## src/hw/rtl/bpd_pkg.sv

```systemverilog
// Shared types, constants and helpers for the 24-bit BMP pixel stream decoder.
// Used by every module of the block; depends on nothing.
package bpd_pkg;

	localparam int MAX_WIDTH  = 4096;
	localparam int MAX_HEIGHT = 4096;

	localparam int DIM_W  = 13;
	localparam int CNT_W  = 12;
	localparam int IDX_W  = 24;
	localparam int PIX_W  = 8;
	localparam int SUM_W  = 10;
	localparam int PROD_W = DIM_W + CNT_W;

	localparam logic [DIM_W-1:0] MAX_W_DIM = DIM_W'(MAX_WIDTH);
	localparam logic [DIM_W-1:0] MAX_H_DIM = DIM_W'(MAX_HEIGHT);

	localparam int CFG_IDX_W  = 2;
	localparam int CFG_DATA_W = DIM_W;

	localparam logic [CFG_IDX_W-1:0] REG_WIDTH  = 2'd0;
	localparam logic [CFG_IDX_W-1:0] REG_HEIGHT = 2'd1;
	localparam logic [CFG_IDX_W-1:0] REG_MODE   = 2'd2;

	localparam logic [1:0] MODE_COLOUR = 2'd0;
	localparam logic [1:0] MODE_GREY   = 2'd1;

	localparam logic [PIX_W-1:0] BW_THRESHOLD = 8'd127;

	// Division of a sum of three bytes by three: (s * 683) >> 11 is exact up to 765.
	localparam int                RECIP_W     = 10;
	localparam logic [RECIP_W-1:0] RECIP3     = 10'd683;
	localparam int                RECIP_SHIFT = 11;
	localparam int                MUL3_W      = SUM_W + RECIP_W;

	typedef enum logic [2:0] {
		PH_BLUE  = 3'b001,
		PH_GREEN = 3'b010,
		PH_RED   = 3'b100
	} phase_t;

	typedef struct packed {
		logic              valid;
		logic              last;
		logic [CNT_W-1:0]  rows_up;
		logic [DIM_W-1:0]  width;
		logic [CNT_W-1:0]  col;
		logic [PIX_W-1:0]  blue;
		logic [PIX_W-1:0]  green;
		logic [PIX_W-1:0]  red;
	} pix_event_t;

	typedef struct packed {
		logic [IDX_W-1:0] pixel_index;
		logic [PIX_W-1:0] red;
		logic [PIX_W-1:0] green;
		logic [PIX_W-1:0] blue;
		logic [PIX_W-1:0] level;
		logic             last_pixel;
	} pix_result_t;

	function automatic logic [DIM_W-1:0] clamp_dim(input logic [DIM_W-1:0] v,
		input logic [DIM_W-1:0] max_v);
		logic [DIM_W-1:0] r;
		if (v == '0) begin
			r = DIM_W'(1);
		end else if (v > max_v) begin
			r = max_v;
		end else begin
			r = v;
		end
		return r;
	endfunction

endpackage

```

## src/hw/rtl/bpd_byte_tracker.sv

```systemverilog
// Byte grouping, row padding skip and column/row tracking for the BMP decoder.
// Holds the stream state; depends on bpd_pkg.
module bpd_byte_tracker import bpd_pkg::*; (
	input  logic              clk,
	input  logic              arst_n,
	input  logic              fire,
	input  logic [PIX_W-1:0]  data_byte,
	input  logic [DIM_W-1:0]  width_q,
	input  logic [DIM_W-1:0]  height_q,
	output pix_event_t        ev
);

	phase_t           phase_q, phase_n;
	logic [PIX_W-1:0] blue_q, blue_n;
	logic [PIX_W-1:0] green_q, green_n;
	logic [CNT_W-1:0] col_q, col_n;
	logic [CNT_W-1:0] row_q, row_n;
	logic [1:0]       pos_q, pos_n;
	logic             pad_q, pad_n;
	logic             done_q, done_n;

	logic [DIM_W-1:0] w;
	logic [DIM_W-1:0] h;
	logic [CNT_W-1:0] col;
	logic [DIM_W-1:0] row_inc;
	logic [DIM_W-1:0] col_inc;
	logic [DIM_W-1:0] rows_up;

	assign w       = clamp_dim(width_q, MAX_W_DIM);
	assign h       = clamp_dim(height_q, MAX_H_DIM);
	assign col     = ({1'b0, col_q} < w) ? col_q : CNT_W'(w - DIM_W'(1));
	assign row_inc = {1'b0, row_q} + DIM_W'(1);
	assign col_inc = {1'b0, col} + DIM_W'(1);
	assign rows_up = h - DIM_W'(1) - {1'b0, row_q};

	always_comb begin
		phase_n = phase_q;
		blue_n  = blue_q;
		green_n = green_q;
		col_n   = col_q;
		row_n   = row_q;
		pos_n   = pos_q;
		pad_n   = pad_q;
		done_n  = done_q;
		ev         = '0;
		ev.rows_up = rows_up[CNT_W-1:0];
		ev.width   = w;
		ev.col     = col;
		ev.blue    = blue_q;
		ev.green   = green_q;
		ev.red     = data_byte;
		if (!done_q) begin
			if ({1'b0, row_q} >= h) begin
				done_n = 1'b1;
			end else begin
				pos_n = pos_q + 2'd1;
				if (pad_q) begin
					if (pos_n == 2'd0) begin
						pad_n = 1'b0;
					end
				end else begin
					unique case (phase_q)
						PH_BLUE: begin
							blue_n  = data_byte;
							phase_n = PH_GREEN;
						end
						PH_GREEN: begin
							green_n = data_byte;
							phase_n = PH_RED;
						end
						PH_RED: begin
							phase_n  = PH_BLUE;
							ev.valid = 1'b1;
							if (col_inc >= w) begin
								col_n = '0;
								row_n = row_inc[CNT_W-1:0];
								if (row_inc >= h) begin
									done_n  = 1'b1;
									ev.last = 1'b1;
								end else if (pos_n != 2'd0) begin
									pad_n = 1'b1;
								end
							end else begin
								col_n = col_inc[CNT_W-1:0];
							end
						end
						default: begin
							phase_n = PH_BLUE;
						end
					endcase
				end
			end
		end
	end

	always_ff @(posedge clk or negedge arst_n) begin
		if (!arst_n) begin
			phase_q <= PH_BLUE;
			blue_q  <= '0;
			green_q <= '0;
			col_q   <= '0;
			row_q   <= '0;
			pos_q   <= '0;
			pad_q   <= 1'b0;
			done_q  <= 1'b0;
		end else if (fire) begin
			phase_q <= phase_n;
			blue_q  <= blue_n;
			green_q <= green_n;
			col_q   <= col_n;
			row_q   <= row_n;
			pos_q   <= pos_n;
			pad_q   <= pad_n;
			done_q  <= done_n;
		end
	end

endmodule

```

## src/hw/rtl/bpd_pixel_calc.sv

```systemverilog
// Index multiply-add, mean of three and mode selection for one finished pixel.
// Purely combinational; depends on bpd_pkg.
module bpd_pixel_calc import bpd_pkg::*; (
	input  pix_event_t   ev,
	input  logic [1:0]   pixel_mode,
	output pix_result_t  res
);

	logic [PROD_W-1:0]  prod;
	logic [SUM_W-1:0]   sum;
	logic [MUL3_W-1:0]  mul3;
	logic [PIX_W-1:0]   mean;

	assign prod = (PROD_W'(ev.rows_up) * PROD_W'(ev.width)) + PROD_W'(ev.col);
	assign sum  = SUM_W'(ev.blue) + SUM_W'(ev.green) + SUM_W'(ev.red);
	assign mul3 = MUL3_W'(sum) * MUL3_W'(RECIP3);
	assign mean = mul3[RECIP_SHIFT +: PIX_W];

	always_comb begin
		res             = '0;
		res.pixel_index = prod[IDX_W-1:0];
		res.last_pixel  = ev.last;
		case (pixel_mode)
			MODE_COLOUR: begin
				res.red   = ev.red;
				res.green = ev.green;
				res.blue  = ev.blue;
			end
			MODE_GREY: begin
				res.level = mean;
			end
			default: begin
				res.level = (mean > BW_THRESHOLD) ? PIX_W'(1) : '0;
			end
		endcase
	end

endmodule

```

## src/hw/rtl/bmp24_pixel_stream_decoder.sv

```systemverilog
// Top level of the 24-bit BMP pixel stream decoder: configuration registers,
// input and result pipeline registers; depends on bpd_pkg, bpd_byte_tracker, bpd_pixel_calc.
//
// The block takes one pixel-data byte per cycle unless a stalled result holds it back, and
// delivers each pixel through an input register and a result register. Padding bytes and
// bytes after the last row give no beat. The user must write width, height and mode only
// while the stream is idle; the block does not enforce it. Only reset starts a new image.
module bmp24_pixel_stream_decoder import bpd_pkg::*; (
	input  logic                  clk,
	input  logic                  arst_n,
	input  logic                  cfg_write,
	input  logic [CFG_IDX_W-1:0]  cfg_index,
	input  logic [CFG_DATA_W-1:0] cfg_data,
	input  logic                  in_valid,
	output logic                  in_stall,
	input  logic [PIX_W-1:0]      data_byte,
	output logic                  out_valid,
	input  logic                  out_stall,
	output logic [IDX_W-1:0]      pixel_index,
	output logic [PIX_W-1:0]      red,
	output logic [PIX_W-1:0]      green,
	output logic [PIX_W-1:0]      blue,
	output logic [PIX_W-1:0]      level,
	output logic                  last_pixel
);

	logic [DIM_W-1:0] width_q;
	logic [DIM_W-1:0] height_q;
	logic [1:0]       mode_q;

	logic             valid_s1;
	logic [PIX_W-1:0] byte_s1;
	logic             valid_s2;
	pix_result_t      res_s2;

	logic        advance;
	logic        accept;
	logic        fire;
	pix_event_t  ev;
	pix_result_t res;

	always_ff @(posedge clk or negedge arst_n) begin
		if (!arst_n) begin
			width_q  <= DIM_W'(1);
			height_q <= DIM_W'(1);
			mode_q   <= MODE_COLOUR;
		end else if (cfg_write) begin
			unique case (cfg_index)
				REG_WIDTH:  width_q  <= cfg_data;
				REG_HEIGHT: height_q <= cfg_data;
				REG_MODE:   mode_q   <= cfg_data[1:0];
				default: begin
				end
			endcase
		end
	end

	assign advance  = !(valid_s2 && out_stall);
	assign in_stall = valid_s1 && !advance;
	assign accept   = in_valid && !in_stall;
	assign fire     = valid_s1 && advance;

	always_ff @(posedge clk or negedge arst_n) begin
		if (!arst_n) begin
			valid_s1 <= 1'b0;
		end else if (accept) begin
			valid_s1 <= 1'b1;
		end else if (advance) begin
			valid_s1 <= 1'b0;
		end
	end

	always_ff @(posedge clk) begin
		if (accept) begin
			byte_s1 <= data_byte;
		end
	end

	bpd_byte_tracker u_tracker (
		.clk       (clk),
		.arst_n    (arst_n),
		.fire      (fire),
		.data_byte (byte_s1),
		.width_q   (width_q),
		.height_q  (height_q),
		.ev        (ev)
	);

	bpd_pixel_calc u_calc (
		.ev         (ev),
		.pixel_mode (mode_q),
		.res        (res)
	);

	always_ff @(posedge clk or negedge arst_n) begin
		if (!arst_n) begin
			valid_s2 <= 1'b0;
		end else if (advance) begin
			valid_s2 <= fire && ev.valid;
		end
	end

	always_ff @(posedge clk) begin
		if (fire && ev.valid) begin
			res_s2 <= res;
		end
	end

	assign out_valid   = valid_s2;
	assign pixel_index = res_s2.pixel_index;
	assign red         = res_s2.red;
	assign green       = res_s2.green;
	assign blue        = res_s2.blue;
	assign level       = res_s2.level;
	assign last_pixel  = res_s2.last_pixel;

	a_done_after_last: assert property (@(posedge clk) disable iff (!arst_n)
		out_valid && !out_stall && last_pixel |=> !out_valid)
		else $error("beat delivered after the last pixel of the image");

	a_s1_holds: assert property (@(posedge clk) disable iff (!arst_n)
		valid_s1 && !advance |=> valid_s1 && $stable(byte_s1))
		else $error("input register lost a byte while the result side stalled");

	a_mode_fields: assert property (@(posedge clk) disable iff (!arst_n)
		out_valid && level != '0 |-> red == '0 && green == '0 && blue == '0)
		else $error("colour and level fields both set in one beat");

endmodule
```

## config.mk

```make
export PLATFORM = sky130hd
export DESIGN_NAME = bmp24_pixel_stream_decoder
export DESIGN_NICKNAME = d
export VERILOG_FILES = /design/src/hw/rtl/bpd_pkg.sv /design/src/hw/rtl/bpd_byte_tracker.sv /design/src/hw/rtl/bpd_pixel_calc.sv /design/src/hw/rtl/bmp24_pixel_stream_decoder.sv
export SDC_FILE = /design/constraint.sdc
export NUM_CORES = 1
export LEC_CHECK = 0
export ABC_AREA = 1
export BUFFER_PORTS_ARGS = -buffer_cell sky130_fd_sc_hd__clkbuf_2
export CORE_MARGIN = 2
export CORE_UTILIZATION = 40
export CTS_CLUSTER_DIAMETER = 80
export DETAILED_ROUTE_END_ITERATION = 12
export PLACE_DENSITY = 0.62
export SETUP_SLACK_MARGIN = 0.2
export SLEW_MARGIN = 20
export SYNTH_ARGS = -nofsm -noshare
export SYNTH_HDL_FRONTEND = slang
export SYNTH_SLANG_ARGS = --single-unit
```

## constraint.sdc

```tcl
create_clock -name clk -period 8.8 [get_ports clk]
set_clock_uncertainty 0.1 [all_clocks]
set_input_delay 0.88 -clock clk [delete_from_list [all_inputs] [get_ports clk]]
set_output_delay 0.88 -clock clk [all_outputs]
set_load 0.1 [all_outputs]
```

==> qor.yml, run 1 <==
dieArea_um2: 40000
area_growth_pct: 11.2
fmax_ghz: 0.124
cts_root_buf: "clkbuf_16"
ys.warnings.count: 0
cp_slowest_cell: "dfstp_2"
insertion_delay_ps: 460
synth_mux_area_share_pct: 0.0732
drt-initial-drc-count: 922
cts_inserted_buffers: 17
core_um2: 37800
required_ps: 8910
place.gp.congestion: 0.902
synth_edf_count: 65
cp_slowest_stage_delay_ps: 540
ant_nets: 0
setup_violations: 0
fp.dieH_um: 200
yosys_register_bits: 142
worst-path-max-fanout: 9
endpoint_kind: "flop"
final_area_um2: 17100
cp.arrival_ps: 8190
place_inst: 2415
final_net_count: 2305
holdWs_ps: 127
drive_gt1_share_pct: 9.29
slew_headroom_pct: 36.0
wl_per_cell_um: 15.0
final_cell_count_no_fill: 2450
cp-start-kind: "flop"
grt_pass1_vias: 12700
grt_antenna_before_repair: 1
synth_area_per_cell_um2: 8.42
setup_tns_ps: 0
cap_viol_max_count: 0
hpwl_mm: 30.2
h-tree-depth: 4
synth_xor_xnor_area_share_pct: 3.53
dieWidth_um: 200
grt_pass1_wl_mm: 63.4
post_cts_hold_buffer_count: 0
dr.pass1.iters: 5
ios: 87
syn_nets: 2208
synth-compound-area-share_pct: 7.99
cts_sinks: 142
yosys.area_share.simple_pct: 17.6
drc_errors: 0
synth_top_family_by_area: "adder cells"
initial_core_util_pct: 40.7
syn_inst: 1828
clk_path_buf_depth: 2
synth-main-ff-cell: "dfrtp_1"
rsz0062_at_grt: "yes"
post-route-period-util_pct: 91.8
status: "finished, final reports clean"
synthAdderAreaFrac_pct: 35.7
final-hold-violation-count: 0
grt_start_max_net_pins: 71
postPlaceCellArea_um2: 16500
synth_cell_types: 49
synth_area_um2: 15400
slew_viol_final: 0
tightest_slew_ps: 957
num_rows: 71
vias_per_cell: 4.96
crit_top_cell: "nand2_1"
grt.overflow.total: 0
hold_path.class: "primary input to async pin"
period_minus_slack_ps: 8080
async_reset_ff_share_pct: 54.2
cts_tree: "yes"
track_usage_pct: 19.6
ys_seq_area_share_pct: 25.2
clk_pin_slew_worst_paths_ps: 70
vias: 12200
path_class: "flop to flop"
wl_mm: 36.7
port_buffers: 86
==> registers in the layout, summed over array words and instances, names as in the netlist, 8 cells and up <==
register / cells
blue: 8
byte_s1: 8
green: 8
height_q: 13
level: 8
pixel_index: 24
red: 8
u_tracker.blue_q: 8
u_tracker.col_q: 12
u_tracker.green_q: 8
u_tracker.row_q: 12
width_q: 13
==> cells by family (layout without fill, tap and decap cells) <==
group           count (synthesis)  count (layout)
flops                         142             142
compound gates                223             223
buf+inv                       402             512
other cells                     0               1
simple gates                  646             646
mux                             1               1
fa+ha+maj                     352             352
xor+xnor                       62              62
==> area by class of cell <==
class / count / area, um^2
Tap cell: 511 / 639
Timing Repair Buffer: 107 / 591
Clock inverter: 15 / 170
Multi-Input combinational cell: 1284 / 9990
Inverter: 373 / 1400
Antenna cell: 1 / 2.50
Clock buffer: 17 / 425
Fill cell: 3685 / 20600
Sequential cell: 142 / 3880
==> worst max-delay path: cells and delay by family (launching register included) <==
family | cells | cell delay (ps)
flops | 1 | 540
buf+inv | 6 | 380
compound gates | 8 | 1150
simple gates | 17 | 1910
xor+xnor | 1 | 140
fa+ha+maj | 8 | 3590
==> metrics by stage <==
| step | setup slack (ps) | utilization, % |
|---|---|---|
| 2_1_floorplan | 1430 | - |
| 3_3_place_gp | 627 | 43.6 |
| 3_5_place_dp | 441 | 43.6 |
| 4_1_cts | 408 | 45.2 |
| 5_1_grt | 151 | 45.3 |
| 6_report | 721 | 45.3 |
==> path summary, 6_finish.rpt <==
kind,cells after the start,to,slack (ps),from
min,1,width_q[4],130,arst_n
max reg2reg,40,pixel_index[21],720,height_q[0]
min reg2reg,1,u_tracker.pos_q[0],380,u_tracker.pos_q[0]
max,40,pixel_index[21],720,height_q[0]
max in group asynchronous,2,u_tracker.col_q[0],7340,arst_n
min in group clk,1,u_tracker.pos_q[0],380,u_tracker.pos_q[0]
==> cell usage after synthesis (all sizes together) (15+ instances only) <==
cell / n / area, um^2
a21oi: 81 / 409
clkbuf: 22 / 82.6
dfrtp: 74 / 1850
edfxtp: 65 / 1950
fa: 144 / 2880
ha: 208 / 2600
inv: 369 / 1390
nand2: 374 / 1460
nand3: 58 / 290
nand4: 15 / 93.8
nor2: 158 / 616
nor3: 17 / 85.1
o21ai: 103 / 519
xnor2: 17 / 149
xor2: 45 / 394
==> repair_timing <==
| item | in CTS | in global routing |
|---|---|---|
| buffers inserted | 0 | 2 |
| endpoints found under the setup margin | 0 | 8 |
| gates resized for setup | 0 | 9 |
==> layer usage <==
layer	global-route usage, %	routed length (um)	vias to the layer above
met4	5.89	630	0
met5	0	0	-
li1	-	-	5975
met2	32.4	17100	259
met3	2.62	1620	42
met1	26.9	17300	5877
==> layout by cell type, fill, tap and decap left out, types with 5 or more instances in the layout <==
cell type	Yosys	final
o21ai_0	93	90
nor4_1	7	7
xor2_1	45	44
nand2_1	362	362
inv_1	363	362
nand2_4	5	5
inv_6	0	5
dfrtp_1	74	74
fa_1	144	144
xnor2_1	17	16
clkbuf_2	0	85
o21bai_1	7	7
nand4_1	15	15
nor3_1	17	17
edfxtp_1	65	65
and2_1	5	5
inv_2	6	7
nand3_1	58	58
a21oi_1	80	79
nor2_1	151	150
ha_1	208	208
buf_4	1	22
nand3b_1	5	5
clkbuf_16	0	17
o21ai_1	9	12
nor2_2	6	7
nand2_2	7	7
Power of run 1 is not shown: default switching activity piles up to over one toggle a cycle in this logic, so the estimate is an artifact.
==> inputs of run 2 (changes only) <==
Settings changed: RECOVER_POWER set to 25.
==> run 2 against run 1 <==
  * The flow now finishes with violations (max-capacitance violations, max-slew violations)
  * Final cell count unchanged
  * Via count rose by 0.18%
  * Final area is essentially flat
  * Critical path depth is the same
  * Fmax hardly changed
  * Die area stayed put
  * Flip-flop and latch count unchanged
  * Hold slack better by 100 ps
  * Critical endpoint unchanged
==> qor.yml, run 2 (same netlist as run 1, synthesis figures left out) <==
status: "complete, but fails checks"
violations: "max-capacitance violations, max-slew violations"
dieWidth_um: 200
drt-initial-drc-count: 866
cts_sinks: 142
hold_path.class: "primary input to async pin"
dr.pass1.iters: 5
largest_register_ffs: 24
layout_common_cells: "inv_1, nand2_1, ha_1"
place.gp.congestion: 0.902
finish.utilization_pct: 45.3
grt_pass1_wl_mm: 63.4
cp_slowest_cell: "dfstp_2"
grt_antenna_before_repair: 1
endpoint_kind: "flop"
area_growth_pct: 11.1
required_ps: 8910
crit_top_cell: "nand2_1"
drive_gt1_share_pct: 9.08
insertion_delay_ps: 460
cts_root_buf: "clkbuf_16"
post_cts_hold_buffer_count: 0
wl_mm: 36.7
dieArea_um2: 40000
cp_slowest_stage_delay_ps: 540
num_rows: 71
clk_path_buf_depth: 2
core_um2: 37800
worst-path-max-fanout: 9
port_buffers: 86
initial_core_util_pct: 40.7
grt_start_max_net_pins: 71
vias_per_cell: 4.97
ios: 87
fin_ws_ps: 722
grt_pass1_vias: 12700
dpl_worst_slack_ps: 441
cts_tree: "yes"
cts_inserted_buffers: 17
cp-start-kind: "flop"
final_net_count: 2305
slew_headroom_pct: -165
vias: 12200
setup_violations: 0
drc_errors: 0
cp.arrival_ps: 8190
final_area_um2: 17100
period_minus_slack_ps: 8080
postPlaceCellArea_um2: 16500
hpwl_mm: 30.2
rsz0062_at_grt: "yes"
h-tree-depth: 4
fmax_ghz: 0.124
post-route-period-util_pct: 91.8
final-hold-violation-count: 0
slew_viol_final: 71
wl_per_cell_um: 15.0
grt.overflow.total: 0
clk_pin_slew_worst_paths_ps: 70
setup_tns_ps: 0
fp.dieH_um: 200
path_class: "flop to flop"
ant_nets: 0
track_usage_pct: 19.6
tightest_slew_ps: 3980
cap_viol_max_count: 2
==> run 2: cell count changes in the layout (fill, tap and decap cells not counted) <==
cell	change
or2_0	+1
or2_2	-1
clkbuf_1	+3
clkbuf_2	-1
buf_4	-2
==> run 2: routing by layer <==
metal	part of all wire [%]	track usage, %	wire [um]
met3	4.6	2.62	1670
met1	47	26.9	17200
met5	0	0	0
met4	1.8	5.89	652
met2	47	32.4	17200
==> run 2: worst paths after layout <==
path,from,endpoint,slack [ps],cells past startpoint
max,height_q[0],pixel_index[21],720,40
min,arst_n,width_q[4],230,1
max reg2reg,height_q[0],pixel_index[21],720,40
min reg2reg,u_tracker.pos_q[0],u_tracker.pos_q[0],380,1
max in group asynchronous,arst_n,u_tracker.blue_q[6],4240,2
min in group clk,u_tracker.pos_q[0],u_tracker.pos_q[0],380,1
==> run 2: layout make-up <==
type / count / area [um^2]
antenna: 1 / 2.50
clock buffer: 17 / 425
clock inverter: 15 / 170
fill: 3683 / 20700
inverter: 373 / 1400
multi-input combinational: 1284 / 9990
sequential: 142 / 3880
tap: 511 / 639
timing repair buffer: 107 / 582
==> run 2: stage by stage <==
stage	cells	hold slack (ps)
global placement	2415	367
global route	2450	269
detailed placement	2415	373
CTS	2447	102
finish	2450	227
floorplan	1828	353
==> run 2: worst max-delay path, delay by kind of cell (launching register included) <==
family	cells	cell delay, ps
fa+ha+maj	8	3590
xor+xnor	1	140
buf+inv	6	380
simple gates	17	1910
compound gates	8	1150
flops	1	540
==> run 2: repair_timing <==
action                     4_1_cts  5_1_grt
setup endpoints to repair        0        8
setup buffers                    0        2
hold endpoints to repair         0        0
gates resized for setup          0        9
Power of run 2 is left out for the same reason.
==> inputs of run 3 (changes only) <==
Settings changed: CORE_MARGIN 2 to not set.
Clock period 8.8 ns to 8.6 ns, I/O delays scaled along.
==> run 3 against run 2 <==
  * The flow still finishes with violations (max-capacitance violations, max-slew violations)
  * Count of clock-buffer cells in the layout did not move
  * Fmax is 1.8% higher
  * Critical path depth shrank 2
  * First-iteration DRC count down 7.5%
  * Via count down 0.30%
  * Worst setup slack worse by 56 ps
  * Final cell count is 0.12% higher
  * Critical endpoint is now pixel_index[23]
  * Highest routed layer unchanged
==> qor.yml, run 3 (same netlist as run 1, synthesis figures left out) <==
ant_nets: 0
multiInputGateArea_um2: 10000
holdWs_ps: 393
fill_cells: 3697
final-hold-violation-count: 0
place.gp.congestion: 0.936
wl_mm: 36.7
cp_slowest_stage_delay_ps: 550
cap_viol_max_count: 1
grt_pass1_wl_mm: 62.5
r2r_end: "pixel_index[23]"
fmax_ghz: 0.126
vias_per_cell: 4.95
wl_per_cell_um: 15.0
antenna_cells: 0
r2r_start: "height_q[0]"
min_to: "u_tracker.pos_q[0]"
ios: 87
grt_pass1_vias: 12600
track_usage_pct: 20.3
drive_gt1_share_pct: 9.68
num_rows: 71
tightest_slew_ps: 4160
grt_start_max_net_pins: 78
post-route-period-util_pct: 92.3
largest_register_ffs: 24
status: "complete, but fails checks"
grt.overflow.total: 0
clk_pin_slew_worst_paths_ps: 80
cp_slowest_cell: "dfstp_2"
final_net_count: 2309
r2r_setup_slack_ps: 670
dieWidth_um: 198
h-tree-depth: 4
whs_path_depth: 1
layout_common_cells: "inv_1, nand2_1, ha_1"
r2r_cells: 38
hold_path.class: "flop to flop"
port_buffers: 86
rsz0062_at_grt: "yes"
core_um2: 37800
grt_antenna_before_repair: 0
worst-path-max-fanout: 9
cts_sinks: 142
setup_violations: 0
vias: 12100
violations: "max-capacitance violations, max-slew violations"
regArea_um2: 3880
slew_headroom_pct: -178
clk_path_buf_depth: 2
cts_inserted_buffers: 17
min-delay-start: "u_tracker.pos_q[0]"
cts_tree: "yes"
crit_top_cell: "inv_1"
endpoint_kind: "flop"
hpwl_mm: 29.9
setup_tns_ps: 0
area_growth_pct: 11.5
path_class: "flop to flop"
required_ps: 8710
slew_viol_final: 78
drt-initial-drc-count: 801
insertion_delay_ps: 460
fp.dieH_um: 198
drc_errors: 0
cts_root_buf: "clkbuf_16"
dr.pass1.iters: 5
cp-start-kind: "flop"
period_minus_slack_ps: 7930
dieArea_um2: 39200
initial_core_util_pct: 40.7
cp.arrival_ps: 8050
## run 3: cell count changes in the layout (fill, tap and decap cells not counted), moves of 2 or more
cell     before  now
inv_8         4    7
inv_6         5    1
o21ai_1      12   10
buf_4        20   25
a21oi_2       2    4
a21oi_1      79   77
o21ai_2       1    4
## run 3: area by class of cell
class | instances | area share [%]
clock buffer | 17 | 2.48
clock inverter | 15 | 1.08
inverter | 373 | 8.16
multi-input combinational | 1284 | 58.3
sequential | 142 | 22.6
tap | 511 | 3.73
timing repair buffer | 111 | 3.59
## run 3: stage by stage
step | util, % | cells | setup slack [ps] | cell area, um^2
6_report | 45.5 | 2453 | 665 | 17200
5_1_grt | 45.5 | 2453 | 133 | 17200
3_3_place_gp | 43.7 | 2418 | 610 | 16500
4_1_cts | 45.3 | 2450 | 306 | 17100
2_1_floorplan | - | 1828 | 1230 | 15400
3_5_place_dp | 43.7 | 2418 | 330 | 16500
## run 3: worst max-delay path by stage
stage,startpoint,slack (ps),to,cells after the start
after detailed placement,height_q[4],330,pixel_index[21],33
after CTS,height_q[4],310,pixel_index[21],33
final,height_q[0],670,pixel_index[23],38
after global placement,height_q[0],610,pixel_index[21],40
after floorplan,height_q[8],1230,pixel_index[21],34
after global routing,height_q[0],130,pixel_index[21],40
## run 3: what timing repair did
action / in CTS / in global routing
resized for setup: 0 / 18
hold endpoints to repair: 0 / 0
buffers inserted: 0 / 3
hold buffers: 0 / 0
endpoints found under the setup margin: 0 / 8
## run 3: per-layer routing
layer / up-vias / part of all wire [%] / GRT usage (%)
li1: 5975 / - / -
met1: 5838 / 47 / 27.2
met2: 273 / 46 / 33.8
met3: 53 / 4.5 / 3.03
met4: 0 / 2.0 / 6.00
met5: - / 0 / 0
## run 3: worst max-delay path: cells and delay by family, from the launching register on
family                   cells  cell delay [ps]
adder cells (fa/ha/maj)      8             3610
AO/OA/AOI/OAI                8             1580
buffers and inverters        7              440
flip-flops                   1              550
AND/OR/NAND/NOR             15             1410
Power of run 3 is left out for the same reason.
